## config.mk

```make
export PLATFORM = sky130hd
export DESIGN_NAME = slph_front
export DESIGN_NICKNAME = d
export VERILOG_FILES = /design/src/design/slph_pkg.sv /design/src/design/slph_front.sv
export SDC_FILE = /design/constraint.sdc
export NUM_CORES = 2
export LEC_CHECK = 0
export ABC_CLOCK_PERIOD_IN_PS = 10300
export BUFFER_PORTS_ARGS = -buffer_cell sky130_fd_sc_hd__clkbuf_2
export CORE_MARGIN = 4
export CORE_UTILIZATION = 45
export CTS_BUF_LIST = sky130_fd_sc_hd__clkbuf_4
export CTS_CLUSTER_DIAMETER = 50
export DETAILED_ROUTE_END_ITERATION = 8
export SETUP_SLACK_MARGIN = 0.02
export SYNTH_ARGS = -nofsm -noshare
export SYNTH_HDL_FRONTEND = slang
export SYNTH_SLANG_ARGS = --single-unit
```

## constraint.sdc

```tcl
create_clock -name clk -period 10.3 [get_ports clk]
set_input_delay 2.06 -clock clk [delete_from_list [all_inputs] [get_ports clk]]
set_output_delay 2.06 -clock clk [all_outputs]
set_load 0.1 [all_outputs]
```

## src/design/slph_pkg.sv

```systemverilog
// Package for the sliced linear-probe hash set: command codes, the hash multiplier, the reset table size.
// No dependencies; every design file imports it.
package slph_pkg;

  localparam logic CMD_LOOKUP = 1'b0;
  localparam logic CMD_INSERT = 1'b1;

  localparam logic [63:0] MIX_MUL = 64'h9ae16a3b2f904053;

  localparam int LOG_SLOTS_RESET = 7;

endpackage

```

## src/design/slph_front.sv

```systemverilog
// Front end: accepts a command word and hashes its key in a multi-step mixer, one word at a time.
// Uses slph_pkg. Each of the three 64-bit products is built from 32x32 partial products.
module slph_front #(
  parameter int KEY_BITS = 48
) (
  input  logic                clk,
  input  logic                rst_n,
  input  logic                in_valid,
  output logic                in_ready,
  input  logic                in_cmd,
  input  logic [KEY_BITS-1:0] in_key,
  output logic                hv_valid,
  input  logic                hv_ready,
  output logic                hv_cmd,
  output logic [KEY_BITS-1:0] hv_key,
  output logic [63:0]         hv_hash
);
  import slph_pkg::*;

  // Stage machine: one item at a time through three multiply steps.
  typedef enum logic [3:0] {
    F_IDLE = 4'b0001,
    F_MUL  = 4'b0010,
    F_SUM  = 4'b0100,
    F_DONE = 4'b1000
  } fstate_t;

  fstate_t           state_r, state_nxt;
  logic [1:0]        mul_idx_r, mul_idx_nxt;
  logic              cmd_r;
  logic [KEY_BITS-1:0] key_r;
  logic [63:0]       v_r, x_r;
  logic [63:0]       pp_lo_r, pp_mid_r;
  logic [63:0]       hash_r;

  logic [63:0] v_in, u_in, mixed, b_fin;
  logic [63:0] prod;

  assign v_in = {32'd0, in_key[31:0]} ^ ({32'd0, in_key[31:0]} << 35);
  assign u_in = 64'd4 + (v_in << 3);

  // Low product and cross terms; only 64 low bits of the product matter.
  assign prod = pp_lo_r + {pp_mid_r[31:0], 32'd0};

  assign b_fin = prod ^ {prod[46:0], prod[63:47]} ^ {prod[34:0], prod[63:35]};
  assign mixed = prod ^ (prod >> 47);

  always_comb begin
    state_nxt   = state_r;
    mul_idx_nxt = mul_idx_r;
    case (state_r)
      F_IDLE: if (in_valid) state_nxt = F_MUL;
      F_MUL:  state_nxt = F_SUM;
      F_SUM: begin
        if (mul_idx_r == 2'd2) begin
          state_nxt = F_DONE;
        end else begin
          mul_idx_nxt = mul_idx_r + 2'd1;
          state_nxt   = F_MUL;
        end
      end
      F_DONE: if (hv_ready) begin
        state_nxt   = F_IDLE;
        mul_idx_nxt = 2'd0;
      end
      default: state_nxt = F_IDLE;
    endcase
  end

  always_ff @(posedge clk) begin
    if (!rst_n) begin
      state_r   <= F_IDLE;
      mul_idx_r <= 2'd0;
    end else begin
      state_r   <= state_nxt;
      mul_idx_r <= mul_idx_nxt;
    end
  end

  // Hold operands, form partial products and fold each product into the next operand or the hash.
  always_ff @(posedge clk) begin
    if (state_r == F_IDLE && in_valid) begin
      cmd_r <= in_cmd;
      key_r <= in_key;
      v_r   <= v_in;
      x_r   <= u_in ^ v_in;
    end
    if (state_r == F_MUL) begin
      pp_lo_r  <= 64'(x_r[31:0]) * 64'(MIX_MUL[31:0]);
      pp_mid_r <= 64'(32'(x_r[31:0] * MIX_MUL[63:32]) + 32'(x_r[63:32] * MIX_MUL[31:0]));
    end
    if (state_r == F_SUM) begin
      case (mul_idx_r)
        2'd0:    x_r <= v_r ^ mixed;
        2'd1:    x_r <= mixed;
        default: hash_r <= b_fin;
      endcase
    end
  end

  assign in_ready = (state_r == F_IDLE);
  assign hv_valid = (state_r == F_DONE);
  assign hv_cmd   = cmd_r;
  assign hv_key   = key_r;
  assign hv_hash  = hash_r;

endmodule

```

==> impl_metrics.py <==
metrics = {
    "synthesis": {
        "synthXorXnorAreaFrac_pct": 8.326,
        "ys_ff_latch": 277,
        "synth_fa_ha_area_share_pct": 51.58,
        "synthArstFlopShare_pct": 0,
        "synthSimpleGateAreaFrac_pct": 4.158,
        "ys.warnings.count": 0,
        "ys_dominant_reg_cell": "edfxtp_1",
        "syn_area_per_cell_um2": 10.56,
        "syn_nets": 5396,
        "muxShareOfSynthArea_pct": 0.1431,
        "syn_inst": 3974,
        "synth.yosys.seq_area_share_pct": 18.15,
        "synth-edff-count": 207,
        "syn-cell-area_um2": 41970,
        "synth-compound-area-share_pct": 8.180,
        "synth_top_family_by_area": "adder cells",
        "synth_cell_types": 90,
    },
    "cts": {
        "cts_tree": "built",
        "clock_latency_ps": 900,
        "htreeDepth": 3,
        "postCtsSetupRepairBufs": 0,
        "hold_buffers": 0,
        "root_buffer": "clkbuf_4",
        "cts.sinks": 277,
        "clk_path_buf_depth": 3,
        "cts_inserted_buffers": 79,
        "post_cts_resized": 0,
        "cts.reportedPaths.clkPinSlew_ps": 70,
    },
    "detailed_routing": {
        "wirelength_um": 143400,
        "drtAntennaViolNets": 0,
        "wl_per_cell_um": 26.01,
        "num_vias": 29832,
        "first_iter_violations": 2836,
        "drt-pass1-iter-count": 6,
        "via_per_inst": 5.410,
        "route.detailed.drc": 0,
    },
    "timing": {
        "rsz0062_at_grt": "false",
        "worstMarginPinSlew_ps": 1203,
        "final-setup-viol-count": 0,
        "max_freq_ghz": 0.1191,
        "fin_skew_ps": 101.5,
        "fin_crit_sh_pct": 81.52,
        "finalHoldViolations": 0,
        "slew_headroom_pct": 19.53,
        "finalCriticalPeriod_ps": 8396,
        "setup_tns_ps": 0,
        "fin_ws_ps": 1904,
        "drv_slew": 0,
    },
    "die": {
        "start_util_pct": 45.58,
        "die_area_um2": 98230,
        "fp.dieH_um": 313.4,
        "rows": 111,
        "io_pins": 168,
        "core_um2": 92080,
        "fp.dieW_um": 313.4,
    },
    "critical_path": {
        "startpoint_type": "register",
        "arrival_ps": 8940,
        "end_kind": "register",
        "worst-setup-path-type": "reg2reg",
        "slowest_delay_ps": 1100,
        "cp.required_ps": 10850,
        "crit_fanout": 15,
        "slowest_stage": "dfxtp_1",
        "critical_path.most_common_cell": "fa_1",
    },
    "layout": {
        "final_common_cell": "inv_1",
        "finalNonFillerCells": 5514,
        "layout_common_cells": "inv_1, ha_1, fa_1",
        "area_delta_synth_final_pct": 8.549,
        "drive_gt1_share_pct": 9.091,
        "finalNetCount": 5630,
    },
    "hold_path": {
        "hold_class": "reg2reg",
    },
    "placed_design": {
        "dp_worst_setup_slack_ps": 1996,
        "port_buffers": 167,
        "dp.cells": 5370,
        "gp_congestion": 1.020,
        "dp_hpwl_um": 121300,
    },
    "global_routing": {
        "grt_max_degree": 65,
        "grt-ovfl-total": 0,
        "grt_pass1_wl_um": 208700,
        "antenna_found_initial": 6,
        "global_route.usage.total_pct": 29.47,
        "grt_pass1_vias": 30532,
    },
    "job": {
        "drv_cap": 0,
    },
    "status": {
        "status": "finished, final reports clean",
    },
}
==> worst paths after layout <==
path	startpoint	endpoint	slack, ps	cells after the start
worst min register to register	mul_idx_r[1]	mul_idx_r[1]	570	2
worst max-delay path	x_r[14]	pp_mid_r[30]	1900	26
worst min-delay path	mul_idx_r[1]	mul_idx_r[1]	570	2
worst max register to register	x_r[14]	pp_mid_r[30]	1900	26
==> final cells by class <==
| cell class | count | area (um2) |
|---|---|---|
| Fill cell | 8595 | 46520 |
| Multi-Input combinational cell | 2640 | 30390 |
| Sequential cell | 277 | 7617 |
| Inverter | 990 | 3720 |
| Tap cell | 1243 | 1555 |
| Timing Repair Buffer | 220 | 1234 |
| Clock buffer | 102 | 765.7 |
| Clock inverter | 39 | 272.8 |
| Antenna cell | 3 | 7.507 |
==> sequential cells by signal (all words and copies together) (netlist names) <==
name       count
hv_cmd         1
hv_hash       64
hv_key        48
mul_idx_r      2
pp_lo_r       62
pp_mid_r      32
state_r        4
x_r           64
==> per-stage QoR <==
stage	cell area [um2]	utilization [%]	hold WS [ps]
2_1_floorplan	41970	-	490.3
3_3_place_gp	44520	48.35	557.9
3_5_place_dp	44520	48.35	563.3
4_1_cts	45550	49.47	580.5
5_1_grt	45560	49.48	646.9
6_report	45560	49.48	572.3
==> per-layer routing <==
layer / part of all wire (%) / GRT usage (%)
met1: 43 / 41.60
met2: 44 / 45.13
met3: 8.3 / 5.366
met4: 4.6 / 11.66
met5: 0.0077 / 0
==> Yosys cell counts (5+ instances only) <==
| cell | n | area, um2 |
|---|---|---|
| o211ai_1 | 12 | 90.09 |
| o31ai_1 | 6 | 45.04 |
| mux2i_1 | 6 | 60.06 |
| fa_1 | 602 | 12050 |
| edfxtp_1 | 207 | 6216 |
| a21oi_1 | 137 | 685.7 |
| ha_1 | 767 | 9597 |
| nand2b_1 | 13 | 81.33 |
| and2_1 | 10 | 62.56 |
| nand4_1 | 11 | 68.82 |
| a31oi_1 | 16 | 100.1 |
| xnor2_1 | 256 | 2242 |
| o221ai_1 | 19 | 166.4 |
| nand3b_1 | 5 | 37.54 |
| nand2_1 | 99 | 371.6 |
| xnor2_2 | 5 | 81.33 |
| o21ai_0 | 101 | 505.5 |
| nand3_1 | 32 | 160.2 |
| o22ai_1 | 31 | 193.9 |
| xor2_1 | 125 | 1095 |
| and3_1 | 10 | 62.56 |
| nor2b_1 | 12 | 75.07 |
| clkbuf_1 | 48 | 180.2 |
| a211o_1 | 5 | 43.79 |
| o21bai_1 | 18 | 135.1 |
| nor3_1 | 20 | 100.1 |
| dfxtp_1 | 70 | 1401 |
| or3_1 | 8 | 50.05 |
| nor2_1 | 113 | 424.2 |
| a211oi_1 | 12 | 90.09 |
| inv_1 | 989 | 3712 |
| a22oi_1 | 29 | 217.7 |
| a21o_1 | 53 | 397.9 |
| o21a_1 | 15 | 112.6 |
| buf_1 | 15 | 56.30 |
==> cell families after synthesis <==
logic type	count (synthesis)
XOR/XNOR	390
AND/OR/NAND/NOR	361
buffers and inverters	1057
adder cells (fa/ha/maj)	1369
flip-flops	277
multiplexers	6
AO/OA/AOI/OAI	514
==> critical path, delay by kind of cell (launching register included) <==
family	cells	cell delay, ps
adders and majority gates	10	4630
AOI/OAI and AO/OA	9	1940
DFF	1	1100
buffers and inverters	6	340
xor gates and xnor gates	1	80
Power is left out: the tool's default activity adds up to more than one toggle a clock period on the data nets, which glitch-free logic cannot reach.
