$ cat src/design/slph_pkg.sv
// Package for the sliced linear-probe hash set: command codes, the hash multiplier, the reset table size.
// No dependencies; every design file imports it.
package slph_pkg;

  localparam logic CMD_LOOKUP = 1'b0;
  localparam logic CMD_INSERT = 1'b1;

  localparam logic [63:0] MIX_MUL = 64'h9ae16a3b2f904053;

  localparam int LOG_SLOTS_RESET = 7;

endpackage

$ cat src/design/slph_queue.sv
// Two-entry queue between the hashing front end and the probing back end.
// Uses slph_pkg for nothing beyond the common import convention.
module slph_queue #(
  parameter int WIDTH = 113
) (
  input  logic             clk,
  input  logic             rst_n,
  input  logic             wr_valid,
  output logic             wr_ready,
  input  logic [WIDTH-1:0] wr_data,
  output logic             rd_valid,
  input  logic             rd_ready,
  output logic [WIDTH-1:0] rd_data
);
  import slph_pkg::*;

  logic [WIDTH-1:0] mem_r [2];
  logic             wp_r, rp_r;
  logic [1:0]       cnt_r;
  logic             push, pop;

  assign wr_ready = (cnt_r != 2'd2);
  assign rd_valid = (cnt_r != 2'd0);
  assign push = wr_valid && wr_ready;
  assign pop  = rd_valid && rd_ready;
  assign rd_data = mem_r[rp_r];

  // Advance pointers and count.
  always_ff @(posedge clk) begin
    if (!rst_n) begin
      wp_r  <= 1'b0;
      rp_r  <= 1'b0;
      cnt_r <= 2'd0;
    end else begin
      if (push) wp_r <= ~wp_r;
      if (pop)  rp_r <= ~rp_r;
      cnt_r <= cnt_r + {1'b0, push} - {1'b0, pop};
    end
  end

  always_ff @(posedge clk) begin
    if (push) mem_r[wp_r] <= wr_data;
  end

endmodule

$ cat config.mk
export PLATFORM = sky130hd
export DESIGN_NAME = slph_queue
export DESIGN_NICKNAME = d
export VERILOG_FILES = /design/src/design/slph_pkg.sv /design/src/design/slph_queue.sv
export SDC_FILE = /design/constraint.sdc
export NUM_CORES = 1
export LEC_CHECK = 0
export BUFFER_PORTS_ARGS = -buffer_cell sky130_fd_sc_hd__buf_2
export CAP_MARGIN = 10
export CORE_MARGIN = 2
export CORE_UTILIZATION = 50
export DETAILED_ROUTE_END_ITERATION = 10
export PLACE_DENSITY = 0.76
export SYNTH_ARGS = -nofsm -noshare
export SYNTH_HDL_FRONTEND = slang
export SYNTH_SLANG_ARGS = --single-unit
export TNS_END_PERCENT = 30
$ cat constraint.sdc
create_clock -name clk -period 14.85 [get_ports clk]
set_input_delay 1.485 -clock clk [delete_from_list [all_inputs] [get_ports clk]]
set_output_delay 1.485 -clock clk [all_outputs]
set_load 0.1 [all_outputs]
==> results.json, run 1 <==
{
  "endpoint": "rd_data[82]",
  "drt-initial-drc-count": 217,
  "syn_area_mm2": 0.008681,
  "nets": 742,
  "synth_xor_area_frac": 0.003027,
  "synthCells": 376,
  "worstMarginPinSlew_ps": 960.6,
  "insertion_delay_ps": 490,
  "critPathLaunchType": "flop",
  "crit_buf_inv": 2,
  "skew_ps": 6.976,
  "max_stage_delay_ps": 970,
  "gr-total-overflow": 0,
  "portBuffers": 231,
  "critPathKind": "flop to output port",
  "synthMuxAreaShare": 0.1780,
  "synth.top_cells.by_count": "226 x edfxtp_1, 70 x mux2_4, 43 x mux2_2, 8 x buf_6, 5 x dfxtp_1",
  "synth_area_leaders": "edfxtp_1 78%, mux2_4 12%, mux2_2 5.6%",
  "start_util": 0.5072,
  "relSlewSlack": 0.3596,
  "yosysTopAreaCell": "edfxtp_1",
  "antenna_found_initial": 1,
  "ant_nets": 0,
  "final-hold-violation-count": 0,
  "wl_per_cell_um": 17.50,
  "cp_max_fo": 62,
  "grt_setup_unrepaired": "false",
  "layout-drive-gt1-share": 0.5928,
  "hold_class": "flop to flop",
  "synth_edf_count": 226,
  "drc": 0,
  "coreArea_mm2": 0.01712,
  "ys_seq_elements": 231,
  "async_flop_share": 0,
  "ioPinCount": 232,
  "firstDrtPassIters": 4,
  "synth_seq_area_share": 0.7933,
  "die_h_um": 135.8,
  "layout_worst_path_cycle_share": 0.3080,
  "worstPathCellList": "buf_4, mux2_4, buf_2",
  "slew_viol_final": 0,
  "r2r_slack_ps": 12090,
  "wl_mm": 15.09,
  "fp.dieW_um": 135.8,
  "num_rows": 48,
  "gp_congestion": 0.7059,
  "yosysWarnings": 0,
  "utilization": 0.6251,
  "cts_tree": "built",
  "clk_pin_slew_ps": 60,
  "synth_compound_area_frac": 0.0008648,
  "syn_nets": 495,
  "cts-resized-gates": 0,
  "worstReg2RegStart": "cnt_r[0]",
  "grt_pass1_wl_mm": 22.25,
  "synthAdderAreaFrac": 0.002883,
  "worst-path-stages": 3,
  "status": "complete, no violations",
  "cts_root_buf": "clkbuf_16",
  "synth-simple-area-share": 0.007063,
  "clock_path_buffers": 3,
  "hold_buffers": 0,
  "syn-mean-instance-area_um2": 23.09,
  "synth_top_family_by_area": "multiplexers",
  "reg2reg_to": "mem_r[0][5]",
  "yosysMostFrequentCell": "edfxtp_1",
  "via_per_inst": 4.968,
  "fin_crit_ps": 4574,
  "synth_top_area_frac": 0.7818,
  "setup_violations": 0,
  "pre_cts_ws_ps": 10730,
  "cts_buffers": 23,
  "clock_sinks": 231,
  "grt_pass1_vias": 4379,
  "setup_tns_ps": 0,
  "dp_hpwl_mm": 9.967,
  "maxCapViolations": 0,
  "grt_usage": 0.1559,
  "arrival_ps": 3090,
  "cts_setup_buffers": 0,
  "worst_r2r_path_depth": 5,
  "grt_max_degree": 71,
  "route.vias.total": 4282,
  "area_delta_synth_final_pct": 23.26,
  "setup_slack_ps": 10280,
  "fmax_mhz": 218.6,
  "slowest_stage": "dfxtp_4",
  "cp-end-kind": "output port",
  "dieArea_mm2": 0.01843,
  "synth_flop_cell": "edfxtp_1",
  "htreeDepth": 1,
  "crit_family": "buffers and inverters",
  "yosysUniqueCellTypes": 19,
  "required_ps": 13360
}
==> per-layer routing <==
| layer | up-vias | track usage | share of wire |
|---|---|---|---|
| met1 | 2097 | 0.1916 | 0.39 |
| met3 | 27 | 0.04527 | 0.095 |
| met4 | 0 | 0.04977 | 0.020 |
| li1 | 1988 | - | - |
| met5 | - | 0 | 0 |
| met2 | 170 | 0.2671 | 0.49 |
==> stage by stage <==
step / std cells / hold WS, ps / cell area [um^2]
after global placement: 822 / 506.0 / 10030
after CTS: 860 / 531.6 / 10670
after global routing: 861 / 542.0 / 10700
after floorplan: 376 / 454.9 / 8681
final: 862 / 534.6 / 10700
after detailed placement: 822 / 520.7 / 10030
==> worst min-delay path by stage <==
| stage | from | to | slack, ps | cells past startpoint |
|---|---|---|---|---|
| floorplan | wp_r | wp_r | 450 | 2 |
| global placement | wp_r | wp_r | 510 | 2 |
| detailed placement | wp_r | wp_r | 520 | 2 |
| CTS | wp_r | wp_r | 530 | 2 |
| global route | wp_r | wp_r | 540 | 2 |
| finish | wp_r | wp_r | 530 | 2 |
==> tightest hold or removal path, delay by kind of cell (launching register included) <==
kind,cells,cell delay [ps]
simple gates,1,70
mux,1,60
flops,1,350
==> state kept, by name, indices dropped and copies added, names as in the netlist, named ones only <==
signal	cells
mem_r	226
cnt_r	2
rp_r	1
wp_r	1
==> cells by family after synthesis <==
| kind of cell | Yosys count |
|---|---|
| AO/OA/AOI/OAI | 1 |
| adder cells (fa/ha/maj) | 2 |
| flip-flops | 231 |
| multiplexers | 114 |
| AND/OR/NAND/NOR | 11 |
| buffers and inverters | 14 |
| XOR/XNOR | 3 |
==> cell usage in the layout, fill, tap and decap left out <==
cell type / Yosys / final
clkinv_2: 0 / 1
nand2_1: 2 / 2
inv_1: 1 / 1
mux2i_1: 1 / 1
ha_1: 2 / 2
o21a_1: 1 / 1
dfxtp_4: 0 / 1
clkinv_1: 0 / 6
inv_6: 0 / 1
dfxtp_1: 5 / 4
nor2b_1: 2 / 2
edfxtp_1: 226 / 226
buf_16: 0 / 1
nand2b_1: 2 / 2
and2_1: 2 / 2
clkbuf_1: 0 / 7
mux2_2: 43 / 43
or2_2: 1 / 1
buf_2: 4 / 231
nor2_4: 0 / 1
xnor2_1: 3 / 3
clkbuf_16: 0 / 23
and3_4: 0 / 1
mux2_4: 70 / 70
diode_2: 0 / 1
buf_4: 0 / 3
==> area by class of cell <==
class | instances | area (um^2)
diodes | 1 | 2.502
clock buffers | 30 | 601.8
clock inverters | 8 | 36.28
fillers | 1251 | 6416
inverters | 1 | 3.754
multi-input cells | 131 | 1678
flip-flops and latches | 231 | 6890
well taps | 225 | 281.5
repair buffers | 235 | 1206
Power of run 1 is left out: the tool's default activity adds up to more than one toggle a clock period on the data nets, which glitch-free logic cannot reach.
==> run 2: changes to the inputs <==
- clock period: 14.85 -> 4.5 ns (I/O delays scaled with it)
==> run 2 against run 1 <==
Clock skew is 4.3 ps higher. Non-clock buffer count is 2 higher. Global-route usage is 0.74 points higher. Critical endpoint is now rd_data[18]. Flip-flop and latch count stayed put. Critical path type unchanged. Sequential share of layout area is 0.30 points lower. Critical path depth stayed put. Highest routed layer is now met5.
==> results.json, run 2 (synthesis results as in run 1) <==
{
  "num_rows": 48,
  "nets": 744,
  "htreeDepth": 1,
  "drt-initial-drc-count": 245,
  "hold_buffers": 0,
  "final-hold-violation-count": 0,
  "worstPathCellList": "buf_4, mux2_2, buf_2",
  "slew_viol_final": 0,
  "insertion_delay_ps": 500,
  "ioPinCount": 232,
  "dr_wl_met3_mm": 1.509,
  "firstDrtPassIters": 4,
  "endpoint": "rd_data[18]",
  "via_per_inst": 4.965,
  "start_util": 0.5072,
  "fmax_mhz": 328.7,
  "wl_per_cell_um": 18.09,
  "largest_reg_flops": 226,
  "cts_tree": "built",
  "r2r_slack_ps": 2260,
  "mostFrequentLayoutCells": "231 x buf_2, 226 x edfxtp_1, 70 x mux2_4",
  "reg_top3": "mem_r x226, cnt_r x2",
  "grt_max_degree": 89,
  "grt_setup_unrepaired": "false",
  "relSlewSlack": 0.4785,
  "cts_setup_buffers": 0,
  "ant_nets": 0,
  "worstReg2RegStart": "cnt_r[0]",
  "die_h_um": 135.8,
  "gr-total-overflow": 0,
  "grt_usage": 0.1633,
  "slowest_stage": "dfxtp_4",
  "wl_met2_mm": 7.802,
  "clk_pin_slew_ps": 70,
  "final_common_cell": "buf_2",
  "route.vias.total": 4310,
  "dieArea_mm2": 0.01843,
  "setup_violations": 0,
  "maxCapViolations": 0,
  "worstMarginPinSlew_ps": 780.4,
  "regMostFlops": "mem_r",
  "met1Wirelength_mm": 6.000,
  "layout-drive-gt1-share": 0.5975,
  "worst_r2r_path_depth": 4,
  "antenna_found_initial": 5,
  "cts_root_buf": "clkbuf_16",
  "clock_sinks": 231,
  "gp_congestion": 0.7886,
  "fp.dieW_um": 135.8,
  "drc": 0,
  "cp_max_fo": 43,
  "wl_mm": 15.70,
  "required_ps": 4050,
  "layout_worst_path_cycle_share": 0.6760,
  "hold_class": "input port to flop",
  "portBuffers": 231,
  "cts_buffers": 23,
  "clock_path_buffers": 3,
  "coreArea_mm2": 0.01712,
  "grt_pass1_vias": 4481,
  "dp_hpwl_mm": 10.54,
  "skew_ps": 11.29,
  "max_stage_delay_ps": 850,
  "fin_crit_ps": 3042,
  "cts-resized-gates": 0,
  "arrival_ps": 2590,
  "critPathLaunchType": "flop",
  "critPathKind": "flop to output port",
  "area_delta_synth_final_pct": 23.84,
  "routed.top_layer": "met5",
  "cp-end-kind": "output port",
  "reg2reg_to": "mem_r[0][61]",
  "status": "complete, no violations",
  "grt_pass1_wl_mm": 23.10,
  "setup_tns_ps": 0
}
-- run 2: area by class of cell --
class,instances,area [um^2]
fill,1223,6366
sequential,231,6890
inverter,1,3.754
timing repair buffer,237,1214
clock buffer,29,598.1
tap,225,281.5
multi-input combinational,131,1678
antenna,2,5.005
clock inverter,12,80.08
-- run 2: critical path, delay by kind of cell, from the launching register on --
family	cells	cell delay, ps
buffers and inverters	2	810
DFF	1	850
muxes	1	380
-- run 2: worst min-delay path by stage --
stage / start / endpoint / slack [ps] / cells after the start
after floorplan: wp_r / wp_r / 490 / 2
after global placement: wp_r / wp_r / 500 / 2
after detailed placement: rp_r / rp_r / 530 / 2
after CTS: wr_data[24] / mem_r[1][24] / 110 / 1
after global routing: wr_data[24] / mem_r[0][24] / 120 / 1
final: wr_data[49] / mem_r[1][49] / 140 / 1
-- run 2: stage by stage --
| stage | cells | utilization | hold WS [ps] | area (um^2) | setup WS (ps) |
|---|---|---|---|---|---|
| CTS | 866 | 0.6278 | 113.8 | 10750 | 1420 |
| finish | 868 | 0.6281 | 137.0 | 10750 | 1458 |
| global placement | 825 | 0.5882 | 501.6 | 10070 | 1994 |
| floorplan | 376 | - | 488.3 | 8688 | 67.10 |
| global route | 868 | 0.6281 | 117.8 | 10750 | 1332 |
| detailed placement | 825 | 0.5882 | 531.5 | 10070 | 1965 |
-- run 2: metal layers --
| metal | vias up | track usage |
|---|---|---|
| met5 | - | 0 |
| met4 | 6 | 0.04861 |
| met3 | 34 | 0.05686 |
| met2 | 179 | 0.2778 |
| met1 | 2103 | 0.1975 |
| li1 | 1988 | - |
Power of run 2 is left out for the same reason.
==> run 3: changes to the inputs <==
- clock period: 4.5 -> 2.9 ns (I/O delays scaled with it)
==> run 3 against run 2 <==
Core utilization grew 7.3 points. Die area is the same. Non-clock buffer count grew 113. Clock-buffer cell count grew 2. Flip-flop and latch count is the same. Via count grew 11%. Routed wire length grew 11%. Clock skew grew 5.4 ps. Critical path depth is the same. Register-to-register slack lost 1200 ps. Sequential share of layout area shrank 6.7 points. Highest routed layer is now met4.
==> results.json, run 3 (synthesis results as in run 1) <==
{
  "dieArea_mm2": 0.01843,
  "cts_buffers": 23,
  "holdWs_ps": 62.84,
  "ioPinCount": 232,
  "setup_violations": 0,
  "clk_pin_slew_ps": 60,
  "regMostFlops": "mem_r",
  "mostFrequentLayoutCells": "231 x buf_2, 226 x edfxtp_1, 113 x dlygate4sd3_1",
  "worstPathCellList": "buf_4, mux2_2, buf_2",
  "start_util": 0.5072,
  "clock_path_buffers": 3,
  "drt-initial-drc-count": 176,
  "reg_top3": "mem_r x226, cnt_r x2",
  "critPathKind": "flop to output port",
  "cts_setup_buffers": 0,
  "relSlewSlack": 0.5476,
  "status": "complete, no violations",
  "htreeDepth": 1,
  "drc": 0,
  "crit_buf_inv": 2,
  "wl_per_cell_um": 17.74,
  "antenna_found_initial": 1,
  "grt_pass1_wl_mm": 25.96,
  "gr-total-overflow": 0,
  "use_met1": 0.2095,
  "fill_cells": 1070,
  "insertion_delay_ps": 500,
  "ant_nets": 0,
  "arrival_ps": 2130,
  "p_leak_nw": 4.674,
  "cp-end-kind": "output port",
  "num_rows": 48,
  "worstReg2RegStart": "cnt_r[0]",
  "worst-path-stages": 3,
  "grt_setup_unrepaired": "false",
  "gp_congestion": 0.7068,
  "whs_endpoint": "cnt_r[0]",
  "ir_drop_mv": 0.8235,
  "reg2reg_to": "mem_r[1][58]",
  "slowest_stage": "buf_4",
  "firstDrtPassIters": 4,
  "layout_worst_path_cycle_share": 0.8331,
  "fin_cells": 981,
  "worstMarginPinSlew_ps": 678.5,
  "multi_input_area_mm2": 0.001693,
  "pre_cts_ws_ps": 989.8,
  "powerDensity_mw_per_mm2": 1087,
  "dp_hpwl_mm": 10.13,
  "layout-drive-gt1-share": 0.5166,
  "fin_crit_ps": 2416,
  "grtUsageMet2": 0.3378,
  "largest_reg_flops": 226,
  "portBuffers": 231,
  "hold_class": "input port to flop",
  "maxCapViolations": 0,
  "cts_tree": "built",
  "grt_max_degree": 70,
  "dp.cells": 825,
  "clock_sinks": 231,
  "cp_max_fo": 44,
  "grt_usage": 0.1834,
  "grt_pass1_vias": 5113,
  "slew_viol_final": 0,
  "cts_root_buf": "clkbuf_16",
  "skew_ps": 16.69,
  "area_delta_synth_final_pct": 38.21,
  "final_common_cell": "buf_2",
  "via_per_inst": 4.863,
  "use_met3": 0.05275,
  "route.vias.total": 4771,
  "die_h_um": 135.8,
  "hp-start": "rst_n",
  "final-hold-violation-count": 0,
  "r2r_slack_ps": 1050,
  "max_stage_delay_ps": 520,
  "setup_tns_ps": 0,
  "fmax_mhz": 413.9,
  "top_usage_layer": "met2",
  "regArea_mm2": 0.006892,
  "worst_r2r_path_depth": 3,
  "crit_family": "buffers and inverters",
  "coreArea_mm2": 0.01712,
  "critPathLaunchType": "flop",
  "cts-resized-gates": 0,
  "fp.dieW_um": 135.8,
  "setup_slack_ps": 484.0,
  "nets": 857,
  "hold_buffers": 112,
  "wl_mm": 17.40,
  "p_total_mw": 13.04,
  "required_ps": 2610,
  "hold_depth": 2
}
[run 3: changes by cell type in the layout (fill, tap and decap cells not counted), moves of 2 or more]
cell | before | now
clkbuf_8 | 0 | 2
buf_12 | 1 | 3
clkinv_1 | 6 | 3
bufinv_16 | 1 | 3
dlygate4sd3_1 | 0 | 113
buf_4 | 5 | 3
[run 3: area by class of cell]
type | count | share of cell area
diodes | 1 | 0.0002086
clock buffers | 31 | 0.05214
inverters | 1 | 0.0003129
clock inverters | 11 | 0.01085
multi-input cells | 131 | 0.1411
flip-flops and latches | 231 | 0.5744
well taps | 225 | 0.02346
repair buffers | 350 | 0.1975
[run 3: worst max-delay path by stage]
stage	startpoint	end	slack, ps
finish	flop	rd_data[29]	480
global route	flop	rd_data[29]	390
CTS	flop	rd_data[22]	440
detailed placement	flop	rd_data[22]	990
global placement	flop	rd_data[22]	1020
floorplan	cnt_r[0]	mem_r[0][0]	20
[run 3: layer usage]
| metal | vias to the layer above | part of all wire |
|---|---|---|
| met5 | - | 0 |
| met2 | 186 | 0.53 |
| met4 | 0 | 0.018 |
| met3 | 27 | 0.081 |
| li1 | 2214 | - |
| met1 | 2344 | 0.37 |
[run 3: metrics by stage]
step	instance area [um^2]	utilization
detailed placement	10110	0.5906
finish	12000	0.7010
global route	12000	0.7010
CTS	11990	0.7002
floorplan	8706	-
global placement	10110	0.5906
[run 3: report_power, final]
group          internal [mW]  switching, mW
Sequential              4.20          0.122
Clock                   1.78           1.16
Combinational           1.25           4.53
Power figures use the tool's default switching activity.
